### config.mk
export PLATFORM = sky130hd
export DESIGN_NAME = aging_response_ratio_scheduler_flat
export DESIGN_NICKNAME = d
export VERILOG_FILES = /design/src/hdl/arrs_pkg.sv /design/src/hdl/arrs_if.sv /design/src/hdl/arrs_front.sv /design/src/hdl/arrs_back.sv /design/src/hdl/aging_response_ratio_scheduler.sv /design/src/flat_wrapper.sv
export SDC_FILE = /design/constraint.sdc
export NUM_CORES = 2
export LEC_CHECK = 0
export BUFFER_PORTS_ARGS = -buffer_cell sky130_fd_sc_hd__buf_2
export CAP_MARGIN = 20
export CORE_MARGIN = 2
export CORE_UTILIZATION = 35
export CTS_CLUSTER_DIAMETER = 40
export DETAILED_ROUTE_END_ITERATION = 16
export REMOVE_ABC_BUFFERS = 1
export SLEW_MARGIN = 10
export SYNTH_ARGS = -nofsm -noshare
export SYNTH_HDL_FRONTEND = slang
export SYNTH_HIERARCHICAL = 1
export SYNTH_SLANG_ARGS = --single-unit
### constraint.sdc
create_clock -name clk -period 8.5 [get_ports clk]
set_clock_uncertainty 0.15 [all_clocks]
set_input_delay 2.125 -clock clk [delete_from_list [all_inputs] [get_ports clk]]
set_output_delay 2.125 -clock clk [all_outputs]
set_load 0.01 [all_outputs]
### src/hdl/arrs_pkg.sv
// Package for the aging response ratio scheduler: widths, status codes, shared types.
// No dependencies.
`timescale 1ns / 1ps
package arrs_pkg;
  localparam int MAX_JOBS_DEF  = 16;
  localparam int TIME_BITS_DEF = 16;
  localparam int FIELD_W       = 16;
  localparam int SLOT_W        = 4;
  localparam int SCORE_W       = 32;
  localparam logic [15:0] AGING_RESET = 16'd3277;

  localparam logic OP_LOAD = 1'b0;
  localparam logic OP_TICK = 1'b1;

  localparam logic [1:0] ST_OK    = 2'd0;
  localparam logic [1:0] ST_FULL  = 2'd1;
  localparam logic [1:0] ST_BAD   = 2'd2;
  localparam logic [1:0] ST_IDLE  = 2'd3;

  typedef struct packed {
    logic        operation;
    logic [15:0] burst_length;
    logic [15:0] arrival_tick;
  } in_item_t;

  typedef struct packed {
    logic [1:0]  status;
    logic [3:0]  slot;
    logic        job_finished;
    logic [15:0] time_now;
    logic [15:0] turnaround;
    logic [15:0] waiting;
    logic [15:0] response;
    logic        all_finished;
  } out_item_t;

  // classified command from front to back
  typedef struct packed {
    logic        is_tick;
    logic [15:0] burst;
    logic [15:0] arrival;
  } cmd_t;
endpackage

### src/hdl/arrs_if.sv
// Valid/ready channel interfaces for the scheduler.
// Depends on arrs_pkg.
`timescale 1ns / 1ps
interface arrs_in_if;
  import arrs_pkg::*;
  logic     valid;
  logic     ready;
  in_item_t data;
  modport source (output valid, output data, input ready);
  modport sink   (input valid, input data, output ready);
endinterface

interface arrs_out_if;
  import arrs_pkg::*;
  logic      valid;
  logic      ready;
  out_item_t data;
  modport source (output valid, output data, input ready);
  modport sink   (input valid, input data, output ready);
endinterface

### src/hdl/arrs_front.sv
// Front end: accepts items, masks fields to the time width, two-entry queue.
// Depends on arrs_pkg.
`timescale 1ns / 1ps
module arrs_front #(
  parameter int TIME_BITS = arrs_pkg::TIME_BITS_DEF
) (
  input  logic            clk,
  input  logic            rst,
  input  logic            in_valid,
  output logic            in_ready,
  input  arrs_pkg::in_item_t in_data,
  output logic            cmd_valid,
  input  logic            cmd_ready,
  output arrs_pkg::cmd_t  cmd
);
  import arrs_pkg::*;
  localparam logic [15:0] TMASK = (TIME_BITS >= 16) ? 16'hFFFF : 16'((1 << TIME_BITS) - 1);

  cmd_t q [2];
  logic rd_ptr, wr_ptr;
  logic [1:0] count;
  logic push, pop;
  cmd_t c;

  assign in_ready = (count != 2'd2);
  assign push = in_valid && in_ready;
  assign cmd_valid = (count != 2'd0);
  assign pop = cmd_valid && cmd_ready;
  assign cmd = q[rd_ptr];

  always_comb begin
    c.is_tick = (in_data.operation == OP_TICK);
    c.burst   = in_data.burst_length & TMASK;
    c.arrival = in_data.arrival_tick & TMASK;
  end

  always_ff @(posedge clk) begin
    if (push) q[wr_ptr] <= c;
    if (rst) begin
      rd_ptr <= 1'b0;
      wr_ptr <= 1'b0;
      count  <= 2'd0;
    end else begin
      if (push) wr_ptr <= ~wr_ptr;
      if (pop) rd_ptr <= ~rd_ptr;
      count <= count + {1'b0, push} - {1'b0, pop};
    end
  end

  a_count: assert property (@(posedge clk) disable iff (rst) count <= 2'd2)
    else $error("queue overflow");
  a_nopush_full: assert property (@(posedge clk) disable iff (rst)
    count == 2'd2 |-> !push) else $error("push into full queue");
  a_empty: assert property (@(posedge clk) disable iff (rst)
    count == 2'd0 |-> !pop) else $error("pop from empty queue");
endmodule

### src/hdl/arrs_back.sv
// Back end: job table, sequential score scan with a serial divider, result register.
// Depends on arrs_pkg.
`timescale 1ns / 1ps
module arrs_back #(
  parameter int MAX_JOBS  = arrs_pkg::MAX_JOBS_DEF,
  parameter int TIME_BITS = arrs_pkg::TIME_BITS_DEF
) (
  input  logic             clk,
  input  logic             rst,
  input  logic [15:0]      aging_weight,
  input  logic             cmd_valid,
  output logic             cmd_ready,
  input  arrs_pkg::cmd_t   cmd,
  output logic             out_valid,
  input  logic             out_ready,
  output arrs_pkg::out_item_t out_data
);
  import arrs_pkg::*;
  localparam int IW = (MAX_JOBS > 1) ? $clog2(MAX_JOBS) : 1;
  localparam int CW = $clog2(MAX_JOBS + 1);
  localparam int TW = TIME_BITS;
  localparam logic [TW-1:0] TMAX = {TW{1'b1}};
  localparam int DW = 16 + TW;   // dividend width
  localparam int DSTEPS = DW + 1;  // divider steps: an init step plus one step per quotient bit
  localparam int DCW = $clog2(DW + 2);

  localparam logic [2:0] S_IDLE = 3'd0;
  localparam logic [2:0] S_RD   = 3'd1;
  localparam logic [2:0] S_DIV  = 3'd2;
  localparam logic [2:0] S_CMP  = 3'd3;
  localparam logic [2:0] S_EXE  = 3'd4;
  localparam logic [2:0] S_OUT  = 3'd5;

  logic [TW-1:0] mem_burst  [MAX_JOBS];
  logic [TW-1:0] mem_arr    [MAX_JOBS];
  logic [TW-1:0] mem_rem    [MAX_JOBS];
  logic [TW-1:0] mem_first  [MAX_JOBS];
  logic [MAX_JOBS-1:0] started;

  logic [2:0]    state;
  logic [CW-1:0] loaded, finished;
  logic [TW-1:0] tick;
  logic [CW-1:0] idx;
  logic [TW-1:0] r_burst, r_arr, r_rem, r_first;
  logic          found;
  logic [IW-1:0] best;
  logic [SCORE_W-1:0] best_score;
  logic [DW-1:0] quo;
  logic [TW:0]   rem;
  logic [DCW-1:0] dcnt;
  logic [TW-1:0] wait_t;
  logic [15+TW:0] aged_prod;
  logic [SCORE_W+TW:0] aged;
  logic [TW-1:0] new_burst, new_arr;
  out_item_t res;

  assign cmd_ready = (state == S_IDLE) && !out_valid;
  assign out_data = res;
  assign new_burst = TW'(cmd.burst);
  assign new_arr = TW'(cmd.arrival);

  assign wait_t = tick - r_arr;
  assign aged_prod = {{TW{1'b0}}, aging_weight} * {16'd0, wait_t};

  // divider step
  logic [TW:0] rem_sh;
  logic [TW:0] rem_sub;
  always_comb begin
    rem_sh  = {rem[TW-1:0], quo[DW-1]};
    rem_sub = rem_sh - {1'b0, r_burst};
  end

  logic [SCORE_W+TW+1:0] score_w;
  logic [SCORE_W-1:0] score;
  always_comb begin
    score_w = (SCORE_W+TW+2)'(65536) + (SCORE_W+TW+2)'(quo) + (SCORE_W+TW+2)'(aged);
    score = (score_w > (SCORE_W+TW+2)'({SCORE_W{1'b1}})) ? {SCORE_W{1'b1}}
            : score_w[SCORE_W-1:0];
  end

  logic [TW-1:0] tick_next;
  assign tick_next = (tick != TMAX) ? tick + 1'b1 : tick;

  logic [TW-1:0] tat, burst_b;
  assign tat = tick_next - r_arr;
  assign burst_b = r_burst;

  always_ff @(posedge clk) begin
    if (state == S_RD) begin
      r_burst <= mem_burst[idx[IW-1:0]];
      r_arr   <= mem_arr[idx[IW-1:0]];
      r_rem   <= mem_rem[idx[IW-1:0]];
      r_first <= mem_first[idx[IW-1:0]];
    end else if (state == S_CMP && idx == loaded && found) begin
      r_burst <= mem_burst[best];
      r_arr   <= mem_arr[best];
      r_rem   <= mem_rem[best];
      r_first <= mem_first[best];
    end
    if (state == S_IDLE && cmd_valid && cmd_ready && !cmd.is_tick
        && loaded != CW'(MAX_JOBS) && new_burst != '0) begin
      mem_burst[loaded[IW-1:0]] <= new_burst;
      mem_arr[loaded[IW-1:0]]   <= new_arr;
      mem_rem[loaded[IW-1:0]]   <= new_burst;
      mem_first[loaded[IW-1:0]] <= '0;
    end
    if (state == S_EXE) begin
      mem_rem[best] <= r_rem - 1'b1;
      if (!started[best]) mem_first[best] <= tick;
    end
    if (state == S_DIV) begin
      if (dcnt == '0) begin
        quo    <= {wait_t, 16'd0};
        rem    <= '0;
        aged   <= (SCORE_W+TW+1)'(aged_prod);
      end else begin
        if (!rem_sub[TW]) begin
          rem <= rem_sub;
          quo <= {quo[DW-2:0], 1'b1};
        end else begin
          rem <= rem_sh;
          quo <= {quo[DW-2:0], 1'b0};
        end
      end
    end
    if (rst) begin
      state    <= S_IDLE;
      loaded   <= '0;
      finished <= '0;
      tick     <= '0;
      started  <= '0;
      out_valid <= 1'b0;
      idx <= '0;
      found <= 1'b0;
      best <= '0;
      best_score <= '0;
      dcnt <= '0;
    end else begin
      if (out_valid && out_ready) out_valid <= 1'b0;
      case (state)
        S_IDLE: begin
          if (cmd_valid && cmd_ready) begin
            if (cmd.is_tick) begin
              res <= '0;
              idx <= '0;
              found <= 1'b0;
              best <= '0;
              best_score <= '0;
              state <= S_CMP;
            end else begin
              if (loaded == CW'(MAX_JOBS)) begin
                res <= '{status: ST_FULL, default: '0};
              end else if (new_burst == '0) begin
                res <= '{status: ST_BAD, default: '0};
              end else begin
                res <= '{status: ST_OK, slot: 4'(loaded), default: '0};
                started[loaded[IW-1:0]] <= 1'b0;
                loaded <= loaded + 1'b1;
              end
              state <= S_OUT;
            end
          end
        end
        S_RD: begin
          dcnt <= '0;
          state <= S_DIV;
        end
        S_DIV: begin
          if (r_arr > tick || r_rem == '0) begin
            idx <= idx + 1'b1;
            state <= S_CMP;
          end else if (dcnt == DCW'(DSTEPS)) begin
            state <= S_CMP;
            dcnt <= '0;
          end else begin
            dcnt <= dcnt + 1'b1;
          end
        end
        S_CMP: begin
          // entered with idx pointing at the next slot to scan (0 at scan start), or at loaded once all are scanned
          if (dcnt == DCW'(DSTEPS)) begin
            dcnt <= '0;
          end
          if (idx == loaded) begin
            if (found) begin
              state <= S_EXE;
            end else begin
              res.status <= ST_IDLE;
              tick <= tick_next;
              state <= S_OUT;
            end
          end else begin
            state <= S_RD;
          end
        end
        S_EXE: begin
          if (!started[best]) started[best] <= 1'b1;
          tick <= tick_next;
          res.status <= ST_OK;
          res.slot <= 4'(best);
          if (r_rem == TW'(1)) begin
            res.job_finished <= 1'b1;
            finished <= finished + 1'b1;
            res.turnaround <= 16'(tat);
            res.waiting <= (tat >= burst_b) ? 16'(tat - burst_b) : 16'd0;
            res.response <= 16'((started[best] ? r_first : tick) - r_arr);
          end
          state <= S_OUT;
        end
        S_OUT: begin
          res.time_now <= 16'(tick);
          res.all_finished <= (finished == loaded);
          out_valid <= 1'b1;
          state <= S_IDLE;
        end
        default: state <= S_IDLE;
      endcase
      // score ready at end of division: compare and step
      if (state == S_DIV && !(r_arr > tick || r_rem == '0) && dcnt == DCW'(DSTEPS)) begin
        if (!found || score > best_score) begin
          found <= 1'b1;
          best <= idx[IW-1:0];
          best_score <= score;
        end
        idx <= idx + 1'b1;
      end
    end
  end

  a_out_idle: assert property (@(posedge clk) disable iff (rst)
    out_valid |-> state == S_IDLE) else $error("result while busy");
  a_fin: assert property (@(posedge clk) disable iff (rst)
    finished <= loaded) else $error("finished exceeds loaded");
  a_tick: assert property (@(posedge clk) disable iff (rst)
    $past(!rst) && tick != $past(tick) |-> tick == $past(tick) + 1'b1)
    else $error("tick jumped");
endmodule

### src/hdl/aging_response_ratio_scheduler.sv
// Top level of the aging response ratio scheduler: config register, front and back.
// Depends on arrs_pkg, arrs_if, arrs_front, arrs_back.
//
//  channel    | dir | payload
//  in_ch      | in  | operation, burst_length, arrival_tick
//  out_ch     | out | status, slot, job_finished, time_now, turnaround, waiting,
//             |     | response, all_finished
//  cfg        | in  | cfg_we, cfg_wdata (aging_weight)
//
// A tick scores one loaded slot at a time with the bit-serial divider; a slot that has
// not arrived or is finished is skipped without a division.
// Synchronous reset clears the table counts and tick and sets aging_weight to 3277.
// The front queue holds two transfers while the back works or the output stalls.
`timescale 1ns / 1ps
module aging_response_ratio_scheduler #(
  parameter int MAX_JOBS  = arrs_pkg::MAX_JOBS_DEF,
  parameter int TIME_BITS = arrs_pkg::TIME_BITS_DEF
) (
  input  logic        clk,
  input  logic        rst,
  arrs_in_if.sink     in_ch,
  arrs_out_if.source  out_ch,
  input  logic        cfg_we,
  input  logic [15:0] cfg_wdata
);
  import arrs_pkg::*;
  logic [15:0] aging_weight;
  logic cmd_valid, cmd_ready;
  cmd_t cmd;

  always_ff @(posedge clk) begin
    if (rst) aging_weight <= AGING_RESET;
    else if (cfg_we) aging_weight <= cfg_wdata;
  end

  arrs_front #(.TIME_BITS(TIME_BITS)) u_front (
    .clk, .rst,
    .in_valid(in_ch.valid), .in_ready(in_ch.ready), .in_data(in_ch.data),
    .cmd_valid, .cmd_ready, .cmd
  );

  arrs_back #(.MAX_JOBS(MAX_JOBS), .TIME_BITS(TIME_BITS)) u_back (
    .clk, .rst, .aging_weight,
    .cmd_valid, .cmd_ready, .cmd,
    .out_valid(out_ch.valid), .out_ready(out_ch.ready), .out_data(out_ch.data)
  );
endmodule
### src/flat_wrapper.sv
// flat-port wrapper written by rule: the top's interface ports become plain ports
module aging_response_ratio_scheduler_flat import arrs_pkg::*;
#(
  parameter int MAX_JOBS  = arrs_pkg::MAX_JOBS_DEF,
  parameter int TIME_BITS = arrs_pkg::TIME_BITS_DEF
)
  (clk, rst, cfg_we, cfg_wdata, in_ch_valid, in_ch_data, in_ch_ready, out_ch_valid, out_ch_data, out_ch_ready);
  arrs_in_if in_ch_i ();
  arrs_out_if out_ch_i ();
  input  logic clk;
  input  logic rst;
  input  logic cfg_we;
  input  logic [15:0] cfg_wdata;
  input wire logic [$bits(in_ch_i.valid)-1:0] in_ch_valid;
  input wire logic [$bits(in_ch_i.data)-1:0] in_ch_data;
  output wire logic [$bits(in_ch_i.ready)-1:0] in_ch_ready;
  output wire logic [$bits(out_ch_i.valid)-1:0] out_ch_valid;
  output wire logic [$bits(out_ch_i.data)-1:0] out_ch_data;
  input wire logic [$bits(out_ch_i.ready)-1:0] out_ch_ready;
  assign in_ch_i.valid = in_ch_valid;
  assign in_ch_i.data = in_ch_data;
  assign in_ch_ready = in_ch_i.ready;
  assign out_ch_valid = out_ch_i.valid;
  assign out_ch_data = out_ch_i.data;
  assign out_ch_i.ready = out_ch_ready;
  aging_response_ratio_scheduler #(.MAX_JOBS(MAX_JOBS), .TIME_BITS(TIME_BITS)) u_core (.clk(clk), .rst(rst), .in_ch(in_ch_i), .out_ch(out_ch_i), .cfg_we(cfg_we), .cfg_wdata(cfg_wdata));
endmodule
==> flow_metrics.tcl <==
set metrics [dict create \
    status "finished clean" \
    yosysMostFrequentCell "edfxtp_1" \
    fillers 20152 \
    seq_area_um2 41600 \
    place_congestion 0.861 \
    layout-drive-gt1-share_pct 27.5 \
    clk-insertion-delay-late_ns 0.86 \
    holdBufCountCts 0 \
    min_from "u_core/u_back/best_score[14]$_SDFF_PP0_" \
    cts_num_sinks 1425 \
    postLayoutCoreUtil_pct 40.7 \
    path_delay_family "adder cells" \
    die-width_um 477 \
    worst_ep_required_time_ns 8.85 \
    postSynth.asyncResetShare_pct 0 \
    drv_cap 0 \
    cts_buffers 209 \
    grt.met1_usage_pct 23.7 \
    start_util_pct 35.2 \
    max_slew_margin_pct 26.3 \
    htree_levels 4 \
    min_period_ns 8.13 \
    critPathLaunch "u_core/u_back/r_arr[0]$_DFFE_PP_" \
    yosysUniqueCellTypes 99 \
    synth-edff-count 1306 \
    area_delta_synth_final_pct 15.6 \
    dp_hpwl_mm 135 \
    hp-class "reg -> reg" \
    multi_input_area_um2 34600 \
    yosys-top-cells-area "edfxtp_1, mux4_2, fa_1, ha_1, dfxtp_1" \
    route.vias.total 46924 \
    port_buffers 127 \
    cpPeakStageDelay_ns 0.54 \
    synthTopCellsByCount "edfxtp_1, mux4_2, inv_1, nand2_1, ha_1" \
    synth_top_area_share_pct 50.2 \
    hold_viol_final 0 \
    crit_arrival_ns 8.48 \
    grt.busiest_layer "met2" \
    syn_inst 5110 \
    cp_max_fo 10 \
    ys.flop_type "edfxtp_1" \
    crit_path_start_kind "register" \
    nNetsFinal 5870 \
    dieHeight_um 477 \
    avgSynthCellArea_um2 15.3 \
    setup_violations 0 \
    holdWs_ns 0.319 \
    clock_path_buffers 3 \
    vias_per_cell 5.53 \
    seq_area_frac_synth_pct 53.2 \
    use_met2_pct 32.1 \
    coreArea_um2 222000 \
    grt_pass1_vias 48038 \
    antenna_found_initial 11 \
    wl_per_cell_um 25.5 \
    crit_buf_inv 8 \
    grtUsageMet3_pct 2.88 \
    r2r_start "u_core/u_back/r_arr[0]$_DFFE_PP_" \
    cts_tree "done" \
    ios 128 \
    synth-seq-cells 1425 \
    grt_start_max_net_pins 139 \
    endpoint_kind "register" \
    die_area_um2 227000 \
    cp_common_cell "fa_1" \
    period_share_pct 95.6 \
    drt-total-wl_mm 217 \
    critical_path.slowest_cell "fa_1" \
    ys.warnings.count 6 \
    synth_top_cell_by_area "edfxtp_1" \
    slew_viol_final 0 \
    netlist_area_um2 78200 \
    cts_root_buf "clkbuf_16" \
    overflow 0 \
    gr-usage-all-layers_pct 18.7 \
    first_pass_iters 5 \
    clk_pin_slew_ns 0.06 \
    worst_pin_slew_ns 1.11 \
    ant_nets 0 \
    drc 0 \
    row_count 173 \
    grt_pass1_wl_mm 317 \
    drtIter0Drc 3940 \
    fmax_mhz 123 \
    worstSetupPathType "reg -> reg" \
]
[registers in the layout, summed over array words and instances (netlist names), 66 cells and up, named ones only]
signal / count
u_core/u_front/q: 66
u_core/u_back/mem_rem: 256
u_core/u_back/mem_burst: 256
u_core/u_back/mem_first: 256
u_core/u_back/mem_arr: 256
u_core/u_back/out_data: 72
[cells by family (layout without fill, tap and decap cells)]
| kind of cell | Yosys count | in the layout | share of synthesized area, % |
|---|---|---|---|
| adder cells (fa/ha/maj) | 492 | 492 | 9.79 |
| multiplexers | 789 | 789 | 20.8 |
| other | 0 | 5 | 0 |
| flip-flops | 1425 | 1425 | 53.2 |
| AND/OR/NAND/NOR | 1094 | 1094 | 6.91 |
| XOR/XNOR | 142 | 142 | 1.59 |
| AO/OA/AOI/OAI | 554 | 554 | 4.66 |
| buffers and inverters | 614 | 1014 | 3.09 |
[path summary, 6_finish.rpt]
check	end	depth (start not counted)	slack [ns]
worst min-delay path	u_core/u_back/best_score[14]$_SDFF_PP0_	1	0.32
worst min register to register	u_core/u_back/best_score[14]$_SDFF_PP0_	1	0.32
worst max register to register	u_core/u_back/aged[28]$_DFFE_PP_	30	0.37
worst max-delay path	u_core/u_back/aged[28]$_DFFE_PP_	30	0.37
[metal layers]
| metal | vias to the layer above | wire [um] |
|---|---|---|
| met3 | 394 | 13000 |
| met5 | - | 76 |
| met2 | 1621 | 109000 |
| met4 | 8 | 8970 |
| met1 | 24605 | 85200 |
| li1 | 20296 | - |
[area by class of cell]
type                            count  share of cell area, %
Clock inverter                    164                   2.18
Multi-Input combinational cell   3071                   38.3
Sequential cell                  1425                   46.1
Timing Repair Buffer              267                   1.95
Tap cell                         2975                   4.12
Antenna cell                        5                 0.0138
Clock buffer                      233                   5.92
Inverter                          350                   1.46
[worst reg2reg max path, delay by kind of cell, from the launching register on]
| family | cells | cell delay (ns) |
|---|---|---|
| buffers and inverters | 8 | 0.83 |
| AOI/OAI and AO/OA | 10 | 2.20 |
| DFF | 1 | 0.42 |
| xor gates and xnor gates | 2 | 0.47 |
| and+or+nand+nor | 1 | 0.09 |
| adders and majority gates | 9 | 3.63 |
[cells in the final DEF, fill, tap and decap left out, types with 31 or more instances in the layout]
| cell | count |
|---|---|
| mux2_4 | 31 |
| nand2_1 | 318 |
| o21a_1 | 31 |
| buf_4 | 133 |
| dfxtp_1 | 111 |
| nand3_1 | 64 |
| mux2_2 | 83 |
| mux4_2 | 645 |
| buf_2 | 126 |
| o21ai_0 | 107 |
| ha_1 | 292 |
| nor2_4 | 32 |
| nor3_1 | 65 |
| fa_1 | 200 |
| inv_1 | 348 |
| nor2_1 | 204 |
| and3_1 | 42 |
| and2_1 | 140 |
| xnor2_1 | 93 |
| a21oi_1 | 154 |
| clkbuf_16 | 209 |
| edfxtp_1 | 1306 |
| nor2b_1 | 38 |
| xor2_1 | 46 |
| a21o_1 | 53 |
[timing repair]
action / 4_1_cts / 5_1_grt
resized for setup: 0 / 17
endpoints found under the setup margin: 0 / 11
setup buffers: 0 / 0
[per-stage QoR]
step	std cells	area, um^2	setup slack, ns	TNS, ns
6_report	8490	90400	0.371	0
5_1_grt	8486	90400	-0.00556	-0.00556
4_1_cts	8484	90300	0.0338	0
3_5_place_dp	8087	83000	0.0857	0
3_3_place_gp	8087	83000	0.129	0
2_1_floorplan	4846	77100	-6.75	-4010.84
Power is not shown: default switching activity piles up to over one toggle a cycle in this logic, so the estimate is an artifact.
